### src/hw/rtl/gpc_pkg.sv
// ----------------------------------------------------------------------------
// gpc_pkg
// Shared types, constants and tables for the gnomonic projection core.
// ----------------------------------------------------------------------------
package gpc_pkg;

    localparam int CORDIC_ITERATIONS = 24;
    localparam int ANG_W = 37;
    localparam int CW    = 34;
    localparam int DIV_STEPS = 32;
    localparam int IDX_W = 1;

    localparam logic IDX_CENTER_COLAT = 1'b0;
    localparam logic IDX_CENTER_LON   = 1'b1;

    localparam logic signed [ANG_W-1:0] Q30_PI      = 37'sd3373259426;
    localparam logic signed [ANG_W-1:0] Q30_HALF_PI = 37'sd1686629713;
    localparam logic signed [ANG_W-1:0] Q30_TWO_PI  = 37'sd6746518852;
    localparam logic signed [CW-1:0]    Q30_GAIN    = 34'sd652032874;

    typedef struct packed {
        logic signed [CW-1:0] x;
        logic signed [CW-1:0] y;
        logic signed [CW-1:0] z;
        logic                 neg;
    } cordic_t;

    typedef struct packed {
        logic [31:0] r;
        logic [31:0] nlo;
        logic [31:0] q;
        logic [31:0] c;
    } div_t;

    typedef struct packed {
        logic neg_u;
        logic neg_v;
        logic ovf_u;
        logic ovf_v;
        logic hz;
    } side_t;

    function automatic logic signed [CW-1:0] atan_q30(input logic [4:0] k);
        logic signed [CW-1:0] a;
        case (k)
            5'd0:  a = 34'sd843314857;
            5'd1:  a = 34'sd497837829;
            5'd2:  a = 34'sd263043837;
            5'd3:  a = 34'sd133525159;
            5'd4:  a = 34'sd67021687;
            5'd5:  a = 34'sd33543516;
            5'd6:  a = 34'sd16775851;
            5'd7:  a = 34'sd8388437;
            5'd8:  a = 34'sd4194283;
            5'd9:  a = 34'sd2097149;
            5'd10: a = 34'sd1048576;
            5'd11: a = 34'sd524288;
            5'd12: a = 34'sd262144;
            5'd13: a = 34'sd131072;
            5'd14: a = 34'sd65536;
            5'd15: a = 34'sd32768;
            5'd16: a = 34'sd16384;
            5'd17: a = 34'sd8192;
            5'd18: a = 34'sd4096;
            5'd19: a = 34'sd2048;
            5'd20: a = 34'sd1024;
            5'd21: a = 34'sd512;
            5'd22: a = 34'sd256;
            5'd23: a = 34'sd128;
            5'd24: a = 34'sd64;
            5'd25: a = 34'sd32;
            5'd26: a = 34'sd16;
            5'd27: a = 34'sd8;
            5'd28: a = 34'sd4;
            5'd29: a = 34'sd2;
            5'd30: a = 34'sd1;
            default: a = '0;
        endcase
        return a;
    endfunction

endpackage

### src/hw/rtl/gpc_div_cell.sv
// ----------------------------------------------------------------------------
// gpc_div_cell
// One restoring division step: one quotient bit, registered.
// ----------------------------------------------------------------------------
module gpc_div_cell
    import gpc_pkg::*;
(
    input  logic aclk,
    input  logic en,
    input  div_t d_in,
    output div_t d_out
);

    div_t        d_next;
    logic [32:0] rr;
    logic [32:0] diff;

    always_comb begin
        rr   = {d_in.r, d_in.nlo[31]};
        diff = rr - {1'b0, d_in.c};
        d_next.c   = d_in.c;
        d_next.nlo = {d_in.nlo[30:0], 1'b0};
        if (!diff[32]) begin
            d_next.r = diff[31:0];
            d_next.q = {d_in.q[30:0], 1'b1};
        end else begin
            d_next.r = rr[31:0];
            d_next.q = {d_in.q[30:0], 1'b0};
        end
    end

    always_ff @(posedge aclk) begin
        if (en) begin
            d_out <= d_next;
        end
    end

endmodule

### config.mk
export PLATFORM = sky130hd
export DESIGN_NAME = gpc_div_cell
export DESIGN_NICKNAME = d
export VERILOG_FILES = /design/src/hw/rtl/gpc_pkg.sv /design/src/hw/rtl/gpc_div_cell.sv
export SDC_FILE = /design/constraint.sdc
export NUM_CORES = 1
export LEC_CHECK = 0
export ABC_AREA = 0
export ABC_CLOCK_PERIOD_IN_PS = 4500
export BUFFER_PORTS_ARGS = -buffer_cell sky130_fd_sc_hd__buf_2
export CAP_MARGIN = 20
export CORE_ASPECT_RATIO = 1.2
export CORE_MARGIN = 4
export CORE_UTILIZATION = 49
export DETAILED_ROUTE_END_ITERATION = 16
export PLACE_DENSITY = 0.81
export SYNTH_ARGS = -nofsm -noshare
export SYNTH_HDL_FRONTEND = slang
export SYNTH_SLANG_ARGS = --single-unit
export TNS_END_PERCENT = 20
### constraint.sdc
create_clock -name aclk -period 4.5 [get_ports aclk]
set_input_delay 0.9 -clock aclk [delete_from_list [all_inputs] [get_ports aclk]]
set_output_delay 0.9 -clock aclk [all_outputs]
set_load 0.005 [all_outputs]
==> metrics.yaml <==
yosysMostFrequentCell: "edfxtp_1"
dp.cells: 896
postCtsHoldBufs: 0
tightest_slew_ns: 0.779
power_density_mw_per_mm2: 418
grt_pass1_vias: 4976
fin_crit_sh_pct: 78.3
synth_adder_area_share_pct: 6.70
grt_pass1_wl_um: 26400
path_clk_slew_ns: 0.06
run_status: "finished, final reports clean"
required_ns: 4.66
cp_top_family: "compound AO/OA/AOI/OAI gates"
grt_max_degree: 62
synthMuxAreaShare_pct: 4.30
synthArstFlopShare_pct: 0
regMostFlops: "d_out"
dp_hpwl_um: 13500
largestRegisters: "d_out x127"
root_buffer: "clkbuf_16"
via_per_inst: 5.32
track_usage_pct: 23.2
largest_register_ff_count: 127
gp_congestion: 0.904
drc_errors: 0
grt_setup_unrepaired: "false"
antenna_left: 0
avgSynthCellArea_um2: 12.8
fin_tns_setup_ns: 0
synth-xor-area-share_pct: 3.35
synth_ff_type: "edfxtp_1"
fmax_ghz: 0.284
crit_top_cell: "a21oi_1"
hold_viol: 0
path_max_fanout: 14
yosys-top-cells-area: "edfxtp_1 61%, ha_1 6.4%, mux2_4 4.3%, a21oi_1 2.7%, nand2_1 2.6%"
drive_gt1_share_pct: 41.0
route.vias.total: 4951
synth_common_cells: "127 x edfxtp_1, 44 x nand2_1, 41 x inv_1"
path_cells: "buf_2 > ha_1 > fa_1 > nand2b_1 > a21oi_1 > o211ai_1 > a21oi_1 > o21a_1 > o211ai_4 > inv_2 > buf_12 > mux2_4"
drv_cap: 0
synth_edf_count: 127
synth_top_family_by_area: "compound AO/OA/AOI/OAI gates"
cp-end-kind: "flop"
synth_seq_cells: 127
numCtsBuffers: 17
syn_inst: 489
dieHeight_um: 132
start_util_pct: 49.8
cpMaxStageDelayCell: "fa_1"
critical_path_class: "in -> reg"
final.min_clock_period_ns: 3.52
drt_iter0_markers: 261
num-nets-final: 914
wl_per_cell_um: 18.8
syn_nets: 652
yosysTopAreaCell: "edfxtp_1"
place_area_mm2: 0.00772
rows: 45
relSlewSlack_pct: 48.1
clock_path_buffers: 2
clkSinkCount: 127
portBuffers: 255
coreArea_mm2: 0.0126
leakagePower_uw: 0.00379
crit_buf_inv: 3
ys_types: 51
io-pin-count: 258
fin_area_mm2: 0.00830
arrival_ns: 3.68
critPathMaxStageDelay_ns: 0.42
yosys_warnings: 0
hold_class: "in -> reg"
yosys.area_share.simple_pct: 8.25
slew_viol_final: 0
grt_antenna_before_repair: 3
synth_compound_area_share_pct: 12.7
ctsResizeCount: 0
area_growth_pct: 32.2
final_cells: 931
post-cts-setup-buffer-count: 0
cts_tree: "yes"
irDropWorstVdd_mv: 0.247
final.setup.worst_slack_ns: 0.979
start_kind: "input port"
drtPass1Iterations: 5
ys_seq_area_share_pct: 60.7
synth_top_area_share_pct: 60.7
setup-violations-final: 0
die_area_mm2: 0.0147
wl_um: 17500
overflow: 0
syn_area_mm2: 0.00628
die_w_um: 111
place_ws_ns: 0.551
htree_levels: 4
kinds of logic after synthesis:
| kind of cell | Yosys count |
|---|---|
| DFF | 127 |
| buffers and inverters | 58 |
| and+or+nand+nor | 108 |
| xor gates and xnor gates | 24 |
| other | 1 |
| adders and majority gates | 33 |
| AOI/OAI and AO/OA | 120 |
| muxes | 18 |
report_power, final:
part / leakage (uW) / switching, uW / internal, uW
Combinational: 0.00227 / 346 / 301
Sequential: 0.00124 / 30.1 / 1450
Clock: 0.000274 / 569 / 782
cell usage in the layout, fill, tap and decap left out, types with 16 or more instances in the layout:
| master | n |
|---|---|
| inv_1 | 41 |
| clkbuf_16 | 17 |
| nand2_1 | 44 |
| nor2_1 | 16 |
| mux2_4 | 18 |
| o21ai_0 | 24 |
| ha_1 | 32 |
| buf_2 | 254 |
| edfxtp_1 | 127 |
| a21oi_1 | 34 |
layer usage:
metal	share of wire, %	vias to the layer above	global-route usage, %	routed length (um)
met2	52	215	41.1	9210
met1	39	2362	26.6	6790
met4	1.6	0	8.11	286
met5	0	-	0	0
met3	7.2	23	6.80	1260
li1	-	2351	-	-
through the flow:
stage / hold WS, ns / utilization, % / total power [uW]
3_5_place_dp: 1.08 / 61.2 / 2150
2_1_floorplan: 0.999 / - / 1860
4_1_cts: 0.648 / 65.8 / 3500
5_1_grt: 0.642 / 65.8 / 3630
3_3_place_gp: 1.08 / 61.2 / 2130
6_report: 0.661 / 65.8 / 3470
path summary, 6_finish.rpt:
check,slack [ns],start,cells after the start,end
worst max-delay path,0.98,d_in[0],12,d_out[124]$_DFFE_PP_
worst min-delay path,0.66,d_in[55],1,d_out[56]$_DFFE_PP_
cell type report:
type | instances | area (um^2)
timing repair buffer | 259 | 1320
sequential | 127 | 3810
clock buffer | 18 | 429
multi-input combinational | 304 | 2220
tap | 164 | 205
inverter | 42 | 158
fill | 959 | 4310
clock inverter | 14 | 148
antenna | 3 | 7.51
Note: power is estimated with default switching activity, not from simulation.
