**src/hw/rtl/gpc_pkg.sv**
```systemverilog
// ----------------------------------------------------------------------------
// gpc_pkg
// Shared types, constants and tables for the gnomonic projection core.
// ----------------------------------------------------------------------------
package gpc_pkg;

    localparam int CORDIC_ITERATIONS = 24;
    localparam int ANG_W = 37;
    localparam int CW    = 34;
    localparam int DIV_STEPS = 32;
    localparam int IDX_W = 1;

    localparam logic IDX_CENTER_COLAT = 1'b0;
    localparam logic IDX_CENTER_LON   = 1'b1;

    localparam logic signed [ANG_W-1:0] Q30_PI      = 37'sd3373259426;
    localparam logic signed [ANG_W-1:0] Q30_HALF_PI = 37'sd1686629713;
    localparam logic signed [ANG_W-1:0] Q30_TWO_PI  = 37'sd6746518852;
    localparam logic signed [CW-1:0]    Q30_GAIN    = 34'sd652032874;

    typedef struct packed {
        logic signed [CW-1:0] x;
        logic signed [CW-1:0] y;
        logic signed [CW-1:0] z;
        logic                 neg;
    } cordic_t;

    typedef struct packed {
        logic [31:0] r;
        logic [31:0] nlo;
        logic [31:0] q;
        logic [31:0] c;
    } div_t;

    typedef struct packed {
        logic neg_u;
        logic neg_v;
        logic ovf_u;
        logic ovf_v;
        logic hz;
    } side_t;

    function automatic logic signed [CW-1:0] atan_q30(input logic [4:0] k);
        logic signed [CW-1:0] a;
        case (k)
            5'd0:  a = 34'sd843314857;
            5'd1:  a = 34'sd497837829;
            5'd2:  a = 34'sd263043837;
            5'd3:  a = 34'sd133525159;
            5'd4:  a = 34'sd67021687;
            5'd5:  a = 34'sd33543516;
            5'd6:  a = 34'sd16775851;
            5'd7:  a = 34'sd8388437;
            5'd8:  a = 34'sd4194283;
            5'd9:  a = 34'sd2097149;
            5'd10: a = 34'sd1048576;
            5'd11: a = 34'sd524288;
            5'd12: a = 34'sd262144;
            5'd13: a = 34'sd131072;
            5'd14: a = 34'sd65536;
            5'd15: a = 34'sd32768;
            5'd16: a = 34'sd16384;
            5'd17: a = 34'sd8192;
            5'd18: a = 34'sd4096;
            5'd19: a = 34'sd2048;
            5'd20: a = 34'sd1024;
            5'd21: a = 34'sd512;
            5'd22: a = 34'sd256;
            5'd23: a = 34'sd128;
            5'd24: a = 34'sd64;
            5'd25: a = 34'sd32;
            5'd26: a = 34'sd16;
            5'd27: a = 34'sd8;
            5'd28: a = 34'sd4;
            5'd29: a = 34'sd2;
            5'd30: a = 34'sd1;
            default: a = '0;
        endcase
        return a;
    endfunction

endpackage

```
**src/hw/rtl/gpc_cordic_cell.sv**
```systemverilog
// ----------------------------------------------------------------------------
// gpc_cordic_cell
// One rotation-mode CORDIC iteration, registered.
// ----------------------------------------------------------------------------
module gpc_cordic_cell
    import gpc_pkg::*;
(
    input  logic             aclk,
    input  logic             en,
    input  logic [4:0]       k,
    input  cordic_t          d_in,
    output cordic_t          d_out
);

    cordic_t d_next;
    logic signed [CW-1:0] xs;
    logic signed [CW-1:0] ys;

    always_comb begin
        xs = d_in.x >>> k;
        ys = d_in.y >>> k;
        d_next.neg = d_in.neg;
        if (!d_in.z[CW-1]) begin
            d_next.x = d_in.x - ys;
            d_next.y = d_in.y + xs;
            d_next.z = d_in.z - atan_q30(k);
        end else begin
            d_next.x = d_in.x + ys;
            d_next.y = d_in.y - xs;
            d_next.z = d_in.z + atan_q30(k);
        end
    end

    always_ff @(posedge aclk) begin
        if (en) begin
            d_out <= d_next;
        end
    end

endmodule

```
**config.mk**
```make
export PLATFORM = sky130hd
export DESIGN_NAME = gpc_cordic_cell
export DESIGN_NICKNAME = d
export VERILOG_FILES = /design/src/hw/rtl/gpc_pkg.sv /design/src/hw/rtl/gpc_cordic_cell.sv
export SDC_FILE = /design/constraint.sdc
export NUM_CORES = 1
export LEC_CHECK = 0
export ABC_AREA = 1
export BUFFER_PORTS_ARGS = -buffer_cell sky130_fd_sc_hd__buf_2
export CORE_ASPECT_RATIO = 0.75
export CORE_MARGIN = 5
export CORE_UTILIZATION = 45
export CTS_BUF_LIST = sky130_fd_sc_hd__clkbuf_8
export DETAILED_ROUTE_END_ITERATION = 8
export SYNTH_ARGS = -nofsm -noshare
export SYNTH_HDL_FRONTEND = slang
export SYNTH_SLANG_ARGS = --single-unit
```
**constraint.sdc**
```tcl
create_clock -name aclk -period 8.8 [get_ports aclk]
set_input_delay 0.88 -clock aclk [delete_from_list [all_inputs] [get_ports aclk]]
set_output_delay 0.88 -clock aclk [all_outputs]
set_load 0.02 [all_outputs]
```
==> results.json, run 1 <==
{
  "drive_gt1_share_pct": 12.2,
  "min_period_over_period_pct": 77.9,
  "overflow": 0,
  "insertedDiodeCount": 0,
  "period_needed_ns": 6.86,
  "hold_path.class": "in2reg",
  "wirelength_mm": 60.4,
  "num-fill-cells": 3586,
  "dp_hpwl_mm": 49.7,
  "relSlewSlack_pct": 19.1,
  "cts_sinks": 103,
  "syn_inst": 2518,
  "syn_avg_cell_area_um2": 6.12,
  "ys_seq_area_share_pct": 20.1,
  "crit_slowest_cell": "a21boi_0",
  "rsz0062_at_grt": "no",
  "wl_met3_mm": 6.74,
  "io_pins": 213,
  "mostFrequentLayoutCells": "nand2_1, nand3_1, inv_1, buf_2, nor2_1",
  "tightest_slew_ns": 1.21,
  "vdd_drop_max_mv": 0.119,
  "cts-root-buf": "clkbuf_8",
  "final-seq-area_um2": 3090,
  "track_usage_pct": 30.6,
  "start_util_pct": 45.8,
  "dr.first_iter.drc_count": 1650,
  "finalSetupViolCount": 0,
  "dieArea_um2": 38100,
  "die_height_um": 170,
  "max_cap_viol_count": 0,
  "worst-path-buf-inv": 7,
  "powerDensity_nw_per_um2": 162,
  "multiInputGateArea_um2": 11000,
  "highest_layer": "met5",
  "post_cts_resize_count": 0,
  "core_um2": 33700,
  "synth-seq-cells": 103,
  "async_flop_share_pct": 0,
  "wl_met2_mm": 24.5,
  "met1_length_mm": 28.2,
  "avgRoutedWirePerCell_um": 19.3,
  "max_freq_ghz": 0.146,
  "power.total_mw": 2.74,
  "vias_per_cell": 5.61,
  "hold-worst-slack_ns": 0.609,
  "portBuffers": 212,
  "critPathKind": "in2reg",
  "postLayoutCellArea_um2": 16900,
  "htree_levels": 3,
  "gp_congestion": 1.08,
  "rows": 58,
  "largest_register": "d_out",
  "fin_tns_setup_ns": 0,
  "cp.required_ns": 8.99,
  "syn-num-nets": 2741,
  "synth_cell_types": 45,
  "cp-end-kind": "flip-flop",
  "die_x_um": 224,
  "cpPeakStageDelay_ns": 0.77,
  "critical_path_peak_fanout": 66,
  "largestRegisters": "d_out (103)",
  "crit_top_cell": "nand2_1",
  "first_pass_iters": 6,
  "arrival_ns": 7.05,
  "antenna_found_initial": 1,
  "largest_reg_flops": 103,
  "startpoint_type": "input port",
  "fin_util_pct": 50.3,
  "synth_top_flop_cell": "edfxtp_1",
  "final_nets": 2897,
  "synth_enable_flop_cells": 103,
  "remaining_drc_errors": 0,
  "grt_first_pass_wirelength_mm": 91.4,
  "hold_viol": 0,
  "status": "finished, final reports clean",
  "grt_pass1_vias": 16013,
  "critPathTopFamily": "compound AO/OA/AOI/OAI gates",
  "hold_buffers": 0,
  "maxSlewViolCount": 0,
  "yosys_warnings": 0,
  "max-clock-path-buffers": 2,
  "grt_start_max_net_pins": 75,
  "leakage_nw": 8.75,
  "ant_nets": 0,
  "syn2layout_area_growth_pct": 9.81,
  "numCtsBuffers": 9,
  "placed_cell_area_um2": 16700,
  "cts_tree": "done",
  "layout_commonest_cell": "nand2_1",
  "postCtsSetupBuffers": 0,
  "clk_pin_slew_ns": 0.12,
  "syn_area_um2": 15400,
  "vias": 17539
}
## cells by family (layout without fill, tap and decap cells)
| group | Yosys count | in the layout | share of synthesized area, % |
|---|---|---|---|
| buffers and inverters | 335 | 496 | 8.85 |
| flip-flops | 103 | 103 | 20.1 |
| XOR/XNOR | 160 | 160 | 9.09 |
| AND/OR/NAND/NOR | 1508 | 1508 | 41.9 |
| AO/OA/AOI/OAI | 299 | 299 | 10.7 |
| adder cells (fa/ha/maj) | 113 | 113 | 9.31 |
## metal layers
layer / GRT usage [%] / up-vias
met5: 0 / -
met4: 5.59 / 2
met3: 9.52 / 69
met2: 44.7 / 780
met1: 44.8 / 8071
li1: - / 8617
## synthesized netlist by cell type, types with 27 or more instances
cell type	count	share of area, %
nand4_1	27	1.1
xnor2_1	43	2.4
nand3_1	370	12
xor2_1	117	6.6
nand2_1	822	20
a21oi_1	139	4.5
inv_1	231	5.6
o21ai_0	82	2.7
nor2_1	203	4.9
ha_1	110	8.9
edfxtp_1	103	20
buf_2	29	0.94
nand2_2	32	1.3
## stage by stage
stage / setup WS [ns] / instances
CTS: 2.34 / 3129
finish: 1.94 / 3129
floorplan: 4.14 / 2518
detailed placement: 1.85 / 3113
global route: 1.60 / 3129
global placement: 1.96 / 3113
## power breakdown
part	internal (mW)	leakage [nW]	switching, mW	total, mW
Clock	0.133	0.100	0.206	0.339
Sequential	0.729	1.01	0.0324	0.762
Combinational	0.524	7.64	1.11	1.63
## final cells by class
type	instances	share of cell area, %
Multi-Input combinational cell	2080	64.7
Tap cell	450	3.32
Clock inverter	7	0.429
Timing Repair Buffer	225	6.86
Inverter	255	5.65
Clock buffer	9	0.731
Sequential cell	103	18.3
## final timing paths
kind,start,endpoint,depth (start not counted)
worst max-delay path,k[1],d_out[93],28
worst min-delay path,d_in[0],d_out[0],1
(Power assumes the default switching activity.)
==> run 2, diff against run 1 <==
--- a/config.mk
+++ b/config.mk
@@ -12,6 +12,7 @@
 export CORE_UTILIZATION = 45
 export CTS_BUF_LIST = sky130_fd_sc_hd__clkbuf_8
 export DETAILED_ROUTE_END_ITERATION = 8
+export PLACE_DENSITY = 0.67
 export SYNTH_ARGS = -nofsm -noshare
 export SYNTH_HDL_FRONTEND = slang
 export SYNTH_SLANG_ARGS = --single-unit
==> constraint.sdc (replaced) <==
create_clock -name aclk -period 6 [get_ports aclk]
set_input_delay 0.6 -clock aclk [delete_from_list [all_inputs] [get_ports aclk]]
set_output_delay 0.6 -clock aclk [all_outputs]
set_load 0.02 [all_outputs]
==> run 2 against run 1 <==
- global-route usage shrank 0.47 points
- cell area rose by 1.2%
- worst hold slack got worse by 0.26 ns
- first-iteration DRC count increased by 13%
- via count barely moved
- critical path depth grew 2
- sequential cell count stayed put
==> results.json, run 2 (same netlist as run 1, synthesis figures left out) <==
{
  "numCtsBuffers": 9,
  "start_util_pct": 45.8,
  "vias": 17537,
  "fin_tns_setup_ns": 0,
  "hold_buffers": 0,
  "largest_register": "d_out",
  "grt_start_max_net_pins": 54,
  "clk_pin_slew_ns": 0.10,
  "max_freq_ghz": 0.182,
  "vias_per_cell": 5.56,
  "io_pins": 213,
  "finalSetupViolCount": 0,
  "portBuffers": 212,
  "maxSlewViolCount": 0,
  "hold_depth": 1,
  "crit_slowest_cell": "inv_2",
  "layout_commonest_cell": "nand2_1",
  "cts_sinks": 103,
  "cp-end-kind": "flip-flop",
  "cts_tree": "done",
  "ant_nets": 0,
  "leakage_nw": 8.87,
  "max-clock-path-buffers": 2,
  "period_needed_ns": 5.50,
  "powerDensity_nw_per_um2": 234,
  "placed_cell_area_um2": 17000,
  "syn2layout_area_growth_pct": 11.1,
  "first_pass_iters": 6,
  "min_period_over_period_pct": 91.6,
  "grt_pass1_vias": 15931,
  "cts-root-buf": "clkbuf_8",
  "postCtsSetupBuffers": 0,
  "grt_first_pass_wirelength_mm": 90.8,
  "dieArea_um2": 38100,
  "rsz0062_at_grt": "no",
  "gp_congestion": 1.01,
  "overflow": 0,
  "tightest_slew_ns": 0.806,
  "stdcell_count": 3154,
  "dp_hpwl_mm": 49.8,
  "antenna_found_initial": 1,
  "drive_gt1_share_pct": 13.1,
  "final_nets": 2924,
  "arrival_ns": 5.68,
  "critPathKind": "in2reg",
  "core_um2": 33700,
  "hold_path.class": "in2reg",
  "largestRegisters": "d_out (103)",
  "hold-worst-slack_ns": 0.348,
  "insertedDiodeCount": 0,
  "placed_cells": 3140,
  "hold_viol": 0,
  "die_x_um": 224,
  "fin_util_pct": 50.9,
  "die_height_um": 170,
  "vdd_drop_max_mv": 0.193,
  "htree_levels": 3,
  "wirelength_mm": 59.6,
  "cp.required_ns": 6.19,
  "num-fill-cells": 3524,
  "mostFrequentLayoutCells": "nand2_1, nand3_1, inv_1, buf_2, nor2_1",
  "startpoint_type": "input port",
  "rows": 58,
  "track_usage_pct": 30.1,
  "postLayoutCellArea_um2": 17100,
  "dr.first_iter.drc_count": 1868,
  "cpPeakStageDelay_ns": 0.47,
  "post_cts_resize_count": 0,
  "status": "finished, final reports clean",
  "max_cap_viol_count": 0,
  "avgRoutedWirePerCell_um": 18.9,
  "largest_reg_flops": 103,
  "remaining_drc_errors": 0,
  "relSlewSlack_pct": 45.7,
  "crit_top_cell": "nand2_1",
  "critical_path_peak_fanout": 34
}
==> run 2: changes by cell type in the layout (fill, tap and decap cells not counted), sizes merged <==
cell	previous run	this run
inv	259	256
clkinv	0	2
buf	225	252
clkinvlp	2	1
==> run 2: layout make-up <==
class	count	area [um2]	area share [%]
Clock buffer	9	124	0.723
Multi-Input combinational cell	2080	11000	64.0
Inverter	255	957	5.59
Clock inverter	5	60.1	0.350
Timing Repair Buffer	252	1380	8.03
Sequential cell	103	3090	18.0
Tap cell	450	563	3.29
==> run 2: path summary, 6_finish.rpt <==
path | slack, ns | to | from
max | 0.50 | d_out[62] | k[0]
min | 0.35 | d_out[0] | d_in[0]
==> run 2: critical path, delay by kind of cell <==
family,cells,cell delay (ns)
AND/OR/NAND/NOR,11,1.15
adder cells (fa/ha/maj),2,0.47
buffers and inverters,6,1.12
AO/OA/AOI/OAI,9,2.01
XOR/XNOR,2,0.30
==> run 2: per-layer routing <==
layer  wire length, um  track usage, %  up-vias  part of all wire, %
met1             29200            45.9     8129                   49
met2             24700            45.4      712                   41
li1                  -               -     8655                    -
met4               475            3.97        2                 0.80
met3              5180            5.59       39                  8.7
met5                 7               0        -                0.012
==> run 2: report_power, final <==
part	internal [mW]	switching (mW)	leakage, nW
clock network	0.190	0.292	0.0915
registers	1.07	0.0448	1.01
logic	0.787	1.63	7.77
total	2.05	1.97	8.87
==> run 2: metrics by stage <==
stage	worst slack, ns	total power, mW
2_1_floorplan	1.62	2.78
3_3_place_gp	0.359	3.49
3_5_place_dp	0.224	3.50
4_1_cts	0.683	4.00
5_1_grt	0.174	4.31
6_report	0.504	4.01
